--- src/hdl/psd_sqrt_cell.sv ---
`default_nettype none
// One digit-by-digit square root step, two radicand bits per cell.
module psd_sqrt_cell #(
    parameter int SW = 8,
    parameter int RW = 4
) (
    input  wire logic          clk,
    input  wire logic          en,
    input  wire logic [SW-1:0] rad_in,
    input  wire logic [RW+1:0] rem_in,
    input  wire logic [RW-1:0] root_in,
    output logic      [SW-1:0] rad_out,
    output logic      [RW+1:0] rem_out,
    output logic      [RW-1:0] root_out
);
    logic [RW+3:0] cur;
    logic [RW+3:0] trial;
    assign cur   = {rem_in, rad_in[SW-1:SW-2]};
    assign trial = cur - {2'b00, root_in, 2'b01};
    always_ff @(posedge clk)
    begin
        if (en)
        begin
            rad_out  <= {rad_in[SW-3:0], 2'b00};
            rem_out  <= trial[RW+3] ? cur[RW+1:0] : trial[RW+1:0];
            root_out <= {root_in[RW-2:0], ~trial[RW+3]};
        end
    end
endmodule
`default_nettype wire

--- config.mk ---
export PLATFORM = sky130hd
export DESIGN_NAME = psd_sqrt_cell
export DESIGN_NICKNAME = d
export VERILOG_FILES = /design/src/hdl/psd_sqrt_cell.sv
export SDC_FILE = /design/constraint.sdc
export NUM_CORES = 1
export LEC_CHECK = 0
export BUFFER_PORTS_ARGS = -buffer_cell sky130_fd_sc_hd__buf_4
export CAP_MARGIN = 20
export CORE_MARGIN = 1
export CORE_UTILIZATION = 40
export CTS_CLUSTER_SIZE = 14
export DETAILED_ROUTE_END_ITERATION = 8
export PLACE_DENSITY_LB_ADDON = 0.25
export SETUP_SLACK_MARGIN = 0.2
export SYNTH_ARGS = -nofsm -noshare
export SYNTH_HDL_FRONTEND = slang
export SYNTH_SLANG_ARGS = --single-unit
export TNS_END_PERCENT = 30
--- constraint.sdc ---
create_clock -name clk -period 2.65 [get_ports clk]
set_clock_uncertainty 0.2 [all_clocks]
set_input_delay 0.265 -clock clk [delete_from_list [all_inputs] [get_ports clk]]
set_output_delay 0.265 -clock clk [all_outputs]
set_load 0.01 [all_outputs]
Word-level counts from Yosys, hierarchy flattened. Index checks and enable logic that the tools add are counted.

Register bits: 16. Bits of input ports: 20. Output and inout port bits: 18. Word-level logic and storage cells: 6.

Add/subtract/negate cells: 1. Bitwise operators: 1. Muxes and demuxes: 1.

Operators by type and width (number): $sub A8 B6 Y8 (1); $mux W6 (1); $not A1 Y1 (1).

Depth between registers and ports, before layout.
Depth after elaboration: 2. Mapped depth: 7. Depth with buffers taken out: 7.

Least setup slack after synthesis. Ideal clock, no wire load.

Path kind: input port to flip-flop. From: input root_in[3]. To: register rem_out[2] (data pin). Slack: 487 ps. Buffers on the path: 0. Stages on the path: 7. Library setup time: 260 ps. Data required time: 2190 ps. Arrival: 1702 ps. Cell sequence: inv_1 > ha_1 > or4_1 > o211a_1 > nand3_2 > inv_4 > mux2_4.

Word-level cells in the longest chain between the ends: 2.

Ends and longest elaborated chain: start, declared (RTL line 11) `input wire logic [RW-1:0] root_in,`; $sub A8 B6 Y8 (RTL line 19) `assign trial = cur - {2'b00, root_in, 2'b01};`; $mux W6 (RTL line 25) `rem_out <= trial[RW+3] ? cur[RW+1:0] : trial[RW+1:0];`; end signal, assigned (RTL line 25); end, declared (RTL line 13) `output logic [RW+1:0] rem_out,`.

Every way passes these cells. A chain may end at the register's enable or synchronous reset.

Final worst setup path.
From: input rem_in[3]. To: register rem_out[5] (data pin).

Word-level cells in the longest chain between the ends: 2.

Ends and longest elaborated chain: start, declared (RTL line 10) `input wire logic [RW+1:0] rem_in,`; $sub A8 B6 Y8 (RTL line 19); $mux W6 (*) (RTL line 25).

Mark *: on every way between the ends. The rest lies on a longest branch, timed or not.

==> impl_metrics.json <==
{
  "cts-resized-gates": 0,
  "cts_setup_buffers": 0,
  "tritoncts": "built",
  "p_per_area_nw_per_um2": 498,
  "core_um2": 1940,
  "finalCriticalPeriod_ns": 2.06,
  "start_kind": "primary input",
  "antenna_left": 0,
  "postSynthAreaPerCell_um2": 13.4,
  "fmax_mhz": 486,
  "tns_ns": 0,
  "syn_inst": 61,
  "crit_path_end_kind": "flop",
  "vdd_drop_max_v": 0.000254,
  "rsz0062_at_grt": "false",
  "rows": 16,
  "worstSetupPathType": "in -> reg",
  "dpl.hpwl_mm": 1.11,
  "area_growth_pct": 48.5,
  "wire_per_inst_um": 10.7,
  "multi_input_area_um2": 292,
  "final_nets": 134,
  "wl_met2_um": 726,
  "cts_max_level": 1,
  "yosysSeqAreaShare": 0.586,
  "initial_core_util": 0.422,
  "avgViaCountPerCell": 4.53,
  "cts_made_buffers": 3,
  "hold_viol": 0,
  "highest-signal-layer": "met3",
  "synth-edff-count": 16,
  "async_flop_share": 0,
  "grt_max_degree": 17,
  "drv_slew": 0,
  "vias": 607,
  "clock-sinks": 16,
  "power.leakage_nw": 0.549,
  "drt_pre_antenna_iters": 4,
  "hold-worst-slack_ns": 0.0963,
  "synth_flop_cell": "edfxtp_1",
  "dieHeight_um": 47.3,
  "grt_pass1_vias": 528,
  "wl_mm": 1.43,
  "route.detailed.drc": 0,
  "die_x_um": 47.3,
  "gr-total-overflow": 0,
  "synth_top_area_share": 0.586,
  "hp-class": "in -> reg",
  "drive_gt1_frac": 0.411,
  "cp_max_fo": 5,
  "grt_pass1_wl_mm": 2.15,
  "regArea_um2": 480,
  "critPathRequiredTime_ns": 2.48,
  "clockBufferDepth": 2,
  "ys_seq_elements": 16,
  "ys_warn_count": 0,
  "met1_length_um": 603,
  "nFillCells": 154,
  "first_iter_violations": 13,
  "place.gp.congestion": 0.741,
  "antenna_found_initial": 0,
  "cts-root-buf": "clkbuf_4",
  "syn_area_um2": 820,
  "ios": 38,
  "synthTopCellsByArea": "edfxtp_1 (59%), ha_1 (7.6%), mux2_4 (5.5%)",
  "fin_crit_sh": 0.777,
  "maxCapViolations": 0,
  "status": "completed",
  "port_buffers": 35,
  "grt.total_usage": 0.141,
  "synth_top_area_cell": "edfxtp_1",
  "path_clk_slew_ns": 0.08,
  "synth.distinct_cells": 26,
  "critPathArrivalTime_ns": 1.89,
  "antenna_cells": 0,
  "route.met3.wl_um": 101,
  "finalSetupViolCount": 0,
  "dieArea_um2": 2230
}
[final cells by class]
class,instances,area share
tap,27,0.0277
clock buffer,3,0.0185
timing repair buffer,44,0.290
multi-input combinational,35,0.239
inverter,9,0.0298
sequential,16,0.395
[cell usage after synthesis (2+ instances only)]
cell type and count:
buf_4 2, edfxtp_1 16, ha_1 5, inv_1 8
mux2_4 3, nor3_1 2, o211ai_1 2, o21ai_0 3
xnor2_1 3
[timing repair]
| action | in CTS | in global routing |
|---|---|---|
| endpoints found under the hold margin | 9 | 0 |
| setup endpoints to repair | 0 | 0 |
| hold buffers | 9 | 0 |
[layer usage]
metal / vias up / GRT usage
met1: 266 / 0.160
met3: 0 / 0.0385
met5: - / 0
met4: 0 / 0.0686
li1: 314 / -
met2: 27 / 0.241
[placed cells by master, fill, tap and decap left out, drive strengths merged, types with 2 or more instances in the layout]
master	synthesis	layout
dlygate4sd3	0	9
mux2	3	3
o211ai	2	2
o21ai	3	3
ha	5	5
edfxtp	16	16
nor3	2	2
clkbuf	0	3
conb	1	2
xnor2	3	3
buf	2	35
inv	9	9
[worst paths after layout]
| path | start | slack [ns] | endpoint | depth (start not counted) |
|---|---|---|---|---|
| min | rem_in[0] | 0.1 | rem_out[2] | 2 |
| max | rem_in[3] | 0.59 | rem_out[5] | 7 |
[sequential cells by signal, indices dropped and copies added, names as in the netlist]
| signal | cells |
|---|---|
| rad_out | 6 |
| rem_out | 6 |
| root_out | 4 |
[metrics by stage]
| stage | setup WS, ns | area (µm²) | power (W) | util | instances |
|---|---|---|---|---|---|
| final | 0.591 | 1220 | 0.000606 | 0.627 | 134 |
| after global routing | 0.540 | 1220 | 0.000643 | 0.627 | 134 |
| after CTS | 0.600 | 1220 | 0.000612 | 0.627 | 134 |
| after detailed placement | 0.297 | 1100 | 0.000485 | 0.569 | 122 |
| after global placement | 0.344 | 1100 | 0.000482 | 0.569 | 122 |
| after floorplan | 0.487 | 823 | 0.000410 | - | 62 |
[power breakdown]
part	internal [W]	switching (W)	total [W]
Sequential	0.000312	0.00000640	0.000318
Combinational	0.0000975	0.0000721	0.000170
Clock	0.0000526	0.0000659	0.000119
Total	0.000462	0.000144	0.000606
[worst max-delay path: stages]
cell	delay (ns)
buf_4	0.12
ha_1	0.32
or4_1	0.52
o211a_1	0.17
nand3_2	0.13
inv_4	0.07
mux2_4	0.29
[logic make-up after synthesis]
family | Yosys count | share of synthesized area
compound gates | 11 | 0.0931
mux | 4 | 0.0672
simple gates | 9 | 0.0672
fa+ha+maj | 5 | 0.0763
xor+xnor | 4 | 0.0428
buf+inv | 11 | 0.0626
flops | 16 | 0.586
other cells | 1 | 0.00458
No activity file was read; power rests on OpenSTA's default activity.
