==> src/hdl/psd_div_cell.sv <==
`default_nettype none
// One restoring-division step: shift in the next numerator bit, subtract if it fits.
module psd_div_cell #(
    parameter int NW = 8,
    parameter int DW = 8,
    parameter int QW = 8
) (
    input  wire logic          clk,
    input  wire logic          en,
    input  wire logic [DW:0]   rem_in,
    input  wire logic [NW-1:0] num_in,
    input  wire logic [QW-1:0] quo_in,
    input  wire logic [DW-1:0] den_in,
    output logic      [DW:0]   rem_out,
    output logic      [NW-1:0] num_out,
    output logic      [QW-1:0] quo_out,
    output logic      [DW-1:0] den_out
);
    logic [DW+1:0] trial;
    logic [DW+1:0] shifted;
    assign shifted = {rem_in, num_in[NW-1]};
    assign trial   = shifted - {1'b0, 1'b0, den_in};
    always_ff @(posedge clk)
    begin
        if (en)
        begin
            rem_out <= trial[DW+1] ? shifted[DW:0] : trial[DW:0];
            num_out <= {num_in[NW-2:0], 1'b0};
            quo_out <= {quo_in[QW-2:0], ~trial[DW+1]};
            den_out <= den_in;
        end
    end
endmodule
`default_nettype wire

==> config.mk <==
export PLATFORM = sky130hd
export DESIGN_NAME = psd_div_cell
export DESIGN_NICKNAME = d
export VERILOG_FILES = /design/src/hdl/psd_div_cell.sv
export SDC_FILE = /design/constraint.sdc
export NUM_CORES = 1
export LEC_CHECK = 0
export CORE_ASPECT_RATIO = 0.9
export CORE_UTILIZATION = 25
export CTS_CLUSTER_SIZE = 40
export DETAILED_ROUTE_END_ITERATION = 7
export DONT_BUFFER_PORTS = 1
export GPL_TIMING_DRIVEN = 0
export PLACE_DENSITY = 0.46
export SLEW_MARGIN = 5
export SYNTH_ARGS = -nofsm -noshare
export SYNTH_HDL_FRONTEND = slang
export SYNTH_SLANG_ARGS = --single-unit
==> constraint.sdc <==
create_clock -name clk -period 2.49 [get_ports clk]
set_input_delay 0.3735 -clock clk [delete_from_list [all_inputs] [get_ports clk]]
set_output_delay 0.3735 -clock clk [all_outputs]
set_load 0.02 [all_outputs]
# Word-level counts from Yosys, hierarchy flattened
# Index checks and enable logic that the tools add are counted.
[word_totals] word_cells=7 out_inout_bits=33 n_memories=0 mem_bits_ro=0 register_bits=32 mem_bits_rw=0 latch_bits=0
[classes] n_eq_ne=0 n_reduce_logical=0 magnitude_cmp=0 n_addsub=1 div_mod_pow=0 multipliers=0 n_mux=1 n_bitwise=1 n_shift=0
[op_table] operator="subtractor 10 x 8 -> 10 bit" n=1
[op_table] operator="2-to-1 mux 9 bit" n=1
[op_table] operator="inverter 1 bit" n=1

# Longest topological paths before layout
[logic_depth] ltp_word=2 depth_mapped=8 depth_no_buf=8

# Worst setup path after synthesis
# No wires, ideal clock.
[synth_timing] path_kind="input to register" startpoint="in num_in[7]" endpoint="reg rem_out[8], data pin" cell_stages=8 arrival_time_ns=1.947 path_slack_ns=0.280 required_time_ns=2.227 path_buffers=0 cell_sequence="inv_1 > ha_1 > fa_1 > nand2b_1 > a2111oi_0 > nor2_1 > or4b_1 > nand3_1"
[synth_between] elab_chain_cells=2
[synth_rtl] element="start: declaration" line="11" text="input wire logic [NW-1:0] num_in,"
[synth_rtl] element="subtractor 10 x 8 -> 10 bit" line="22" text="assign trial = shifted - {1'b0, 1'b0, den_in};"
[synth_rtl] element="2-to-1 mux 9 bit" line="27" text="rem_out <= trial[DW+1] ? shifted[DW:0] : trial[DW:0];"
[synth_rtl] element="end signal: assignment" line="27"
[synth_rtl] element="end: declaration" line="14" text="output logic [DW:0] rem_out,"
# Every way passes these cells.
# A chain may end at the register's enable or synchronous reset.

# Final worst setup path
# Same ends and word-level chain as after synthesis.

==> flow_metrics.py <==
metrics = {
    "clock_tree": {
        "ctsHtreeMaxLevel": 2,
        "clk_pin_slew_worst_paths_ps": 70,
        "cts.path.max_buffers": 2,
        "post_cts.repair.setup_buffers": 0,
        "holdBufCountCts": 0,
        "cts_tree": "done",
        "clock_sinks": 32,
        "cts_buffers": 5,
        "clock_tree.root_cell": "clkbuf_8",
    },
    "min_path": {
        "hold_path_class": "in -> reg",
    },
    "yosys": {
        "syn_area_per_cell_um2": 14.5,
        "synth_edf_count": 32,
        "synth.top_cell.area_share": 0.625,
        "ys_seq_area_frac": 0.625,
        "yosys_most_used_dff": "edfxtp_1",
        "yosysTopAreaCell": "edfxtp_1",
        "synth-async-reset-ratio": 0,
        "synth_cell_type_count": 35,
        "ys_ff_latch": 32,
        "synth_area_um2": 1540,
        "synth_cells": 106,
        "ys_warn_count": 0,
        "synth.area.top_cells": "edfxtp_1 (62%), ha_1 (6.5%), mux2_4 (4.9%), inv_1 (2.2%), a21oi_1 (2.0%)",
        "synth.net_count": 150,
    },
    "cells_and_area": {
        "antennaDiodeCount": 0,
        "layout.nets": 157,
        "fillers": 595,
        "area_growth_pct": 12.8,
        "fin_cells": 184,
        "postLayoutCoreUtil": 0.299,
        "drive_gt1_frac": 0.184,
    },
    "die": {
        "pin_count": 68,
        "chipHeight_um": 76.4,
        "initial_core_util": 0.266,
        "core_um2": 5790,
        "rows": 26,
        "die_w_um": 84.7,
        "die_area_um2": 6470,
    },
    "critical_path": {
        "start_kind": "input pin",
        "endpoint_kind": "flop",
        "crit_type": "in -> reg",
        "cp_top_family": "adder cells",
        "worstPathRequired_ps": 2510,
        "slowest_stage": "a2111oi_1",
        "crit_arrival_ps": 2160,
        "crit_fanout": 2,
        "crit_chain": "inv_1, ha_1, fa_1, nand2b_1, a2111oi_1, nor2_1, or4b_1, nand3_1",
        "path_buf_inv": 1,
        "max_stage_delay_ps": 510,
    },
    "placement": {
        "pre_cts_ws_ps": -69.3,
        "place.gp.congestion": 0.781,
        "io_buffer_count": 0,
        "dp_hpwl_um": 2250,
        "numPlacedInstances": 176,
    },
    "global_route": {
        "grt_overflow": 0,
        "grt_pass1_wl_um": 4800,
        "grt_use_total": 0.100,
        "antenna_found_initial": 0,
        "grt_max_degree": 33,
        "first_global_vias": 927,
    },
    "power": {
        "ir_drop_mv": 0.285,
        "p_total_uw": 1400,
        "p_per_area_nw_per_um2": 806,
        "p_leak_uw": 0.000671,
    },
    "timing": {
        "fin_tns_setup_ps": 0,
        "slew_headroom": 0.644,
        "drv_slew": 0,
        "fin_crit_ps": 2140,
        "rsz0062_at_grt": "no",
        "setup_viol": 0,
        "timing.final.crit_share": 0.861,
        "fmax_mhz": 466,
        "fin_ws_ps": 346,
        "worst_slew_pin_slew_ps": 533,
        "finalHoldViolations": 0,
    },
    "routing": {
        "drtAntennaViolNets": 0,
        "detail_route.drc_violations": 3,
        "wl_per_cell_um": 16.4,
        "first_iter_violations": 38,
        "dr.pass1.iters": 8,
        "routed_via_density": 4.65,
        "wirelength_um": 3010,
        "via_count": 855,
    },
    "status": {
        "violations": "design-rule violations",
        "status": "complete, but fails checks",
    },
    "run": {
        "maxCapViolCount": 0,
    },
}
## synth_stat cells (2+ instances only)
cell,n
a21oi_1,6
edfxtp_1,32
ha_1,8
inv_1,9
mux2_4,5
mux2i_1,2
nand2_1,4
nand3_1,2
nor2_1,7
nor3_1,2
o21a_1,2
xnor2_1,3
xor2_1,2
## what timing repair did
| action | CTS | global route |
|---|---|---|
| setup endpoints to repair | 0 | 1 |
| endpoints found under the hold margin | 0 | 0 |
| resized for setup | 0 | 1 |
## cells in the final DEF, fill, tap and decap left out, types with 3 or more instances in the layout
| master | n |
|---|---|
| edfxtp_1 | 32 |
| inv_1 | 9 |
| ha_1 | 8 |
| nor2_1 | 7 |
| a21oi_1 | 6 |
| mux2_4 | 5 |
| clkbuf_8 | 5 |
| nand2_1 | 4 |
| xnor2_1 | 3 |
## where the power goes
part | internal (µW) | total, µW | switching (µW) | leakage (µW)
Combinational | 81.9 | 161 | 79.2 | 0.000302
Sequential | 663 | 748 | 84.9 | 0.000313
Clock | 297 | 490 | 193 | 0.0000552
## flip-flops by register name (all words and copies together) (netlist names)
register and flops:
rem_out 9, quo_out 8, den_out 8, num_out 7
## logic make-up (layout without fill, tap and decap cells)
family,count (synthesis),in the layout,share of synthesized area
AO/OA/AOI/OAI,19,19,0.0944
XOR/XNOR,5,5,0.0285
adder cells (fa/ha/maj),9,9,0.0781
buffers and inverters,12,20,0.0366
flip-flops,32,32,0.625
multiplexers,7,7,0.0618
other,1,1,0.00244
AND/OR/NAND/NOR,21,21,0.0732
## per-stage QoR
stage / hold WS (ps) / cell area [µm²]
floorplan: 472 / 1540
global placement: 472 / 1630
detailed placement: 472 / 1630
CTS: 172 / 1730
global route: 155 / 1730
finish: 183 / 1730
## cell type report
cell class	instances	area (µm²)	share of cell area
clock inverter	2	35.0	0.0202
clock buffer	6	72.6	0.0418
sequential	32	961	0.554
multi-input combinational	62	522	0.301
buffer	2	18.8	0.0108
inverter	10	37.5	0.0216
tap	70	87.6	0.0505
## path summary, 6_finish.rpt
| path | slack, ps | cells after the start | end | start |
|---|---|---|---|---|
| setup / recovery | 350 | 8 | rem_out[8]$_DFFE_PP_ | num_in[7] |
| hold / removal | 180 | 0 | den_out[2]$_DFFE_PP_ | den_in[2] |
## routing by layer
metal  track usage  up-vias  wire, µm
li1              -      397         -
met5             0        -         0
met4        0.0305        0         8
met2         0.183       41      1640
met3        0.0585        2       208
met1        0.0936      415      1150
No activity file was read; power rests on OpenSTA's default activity.
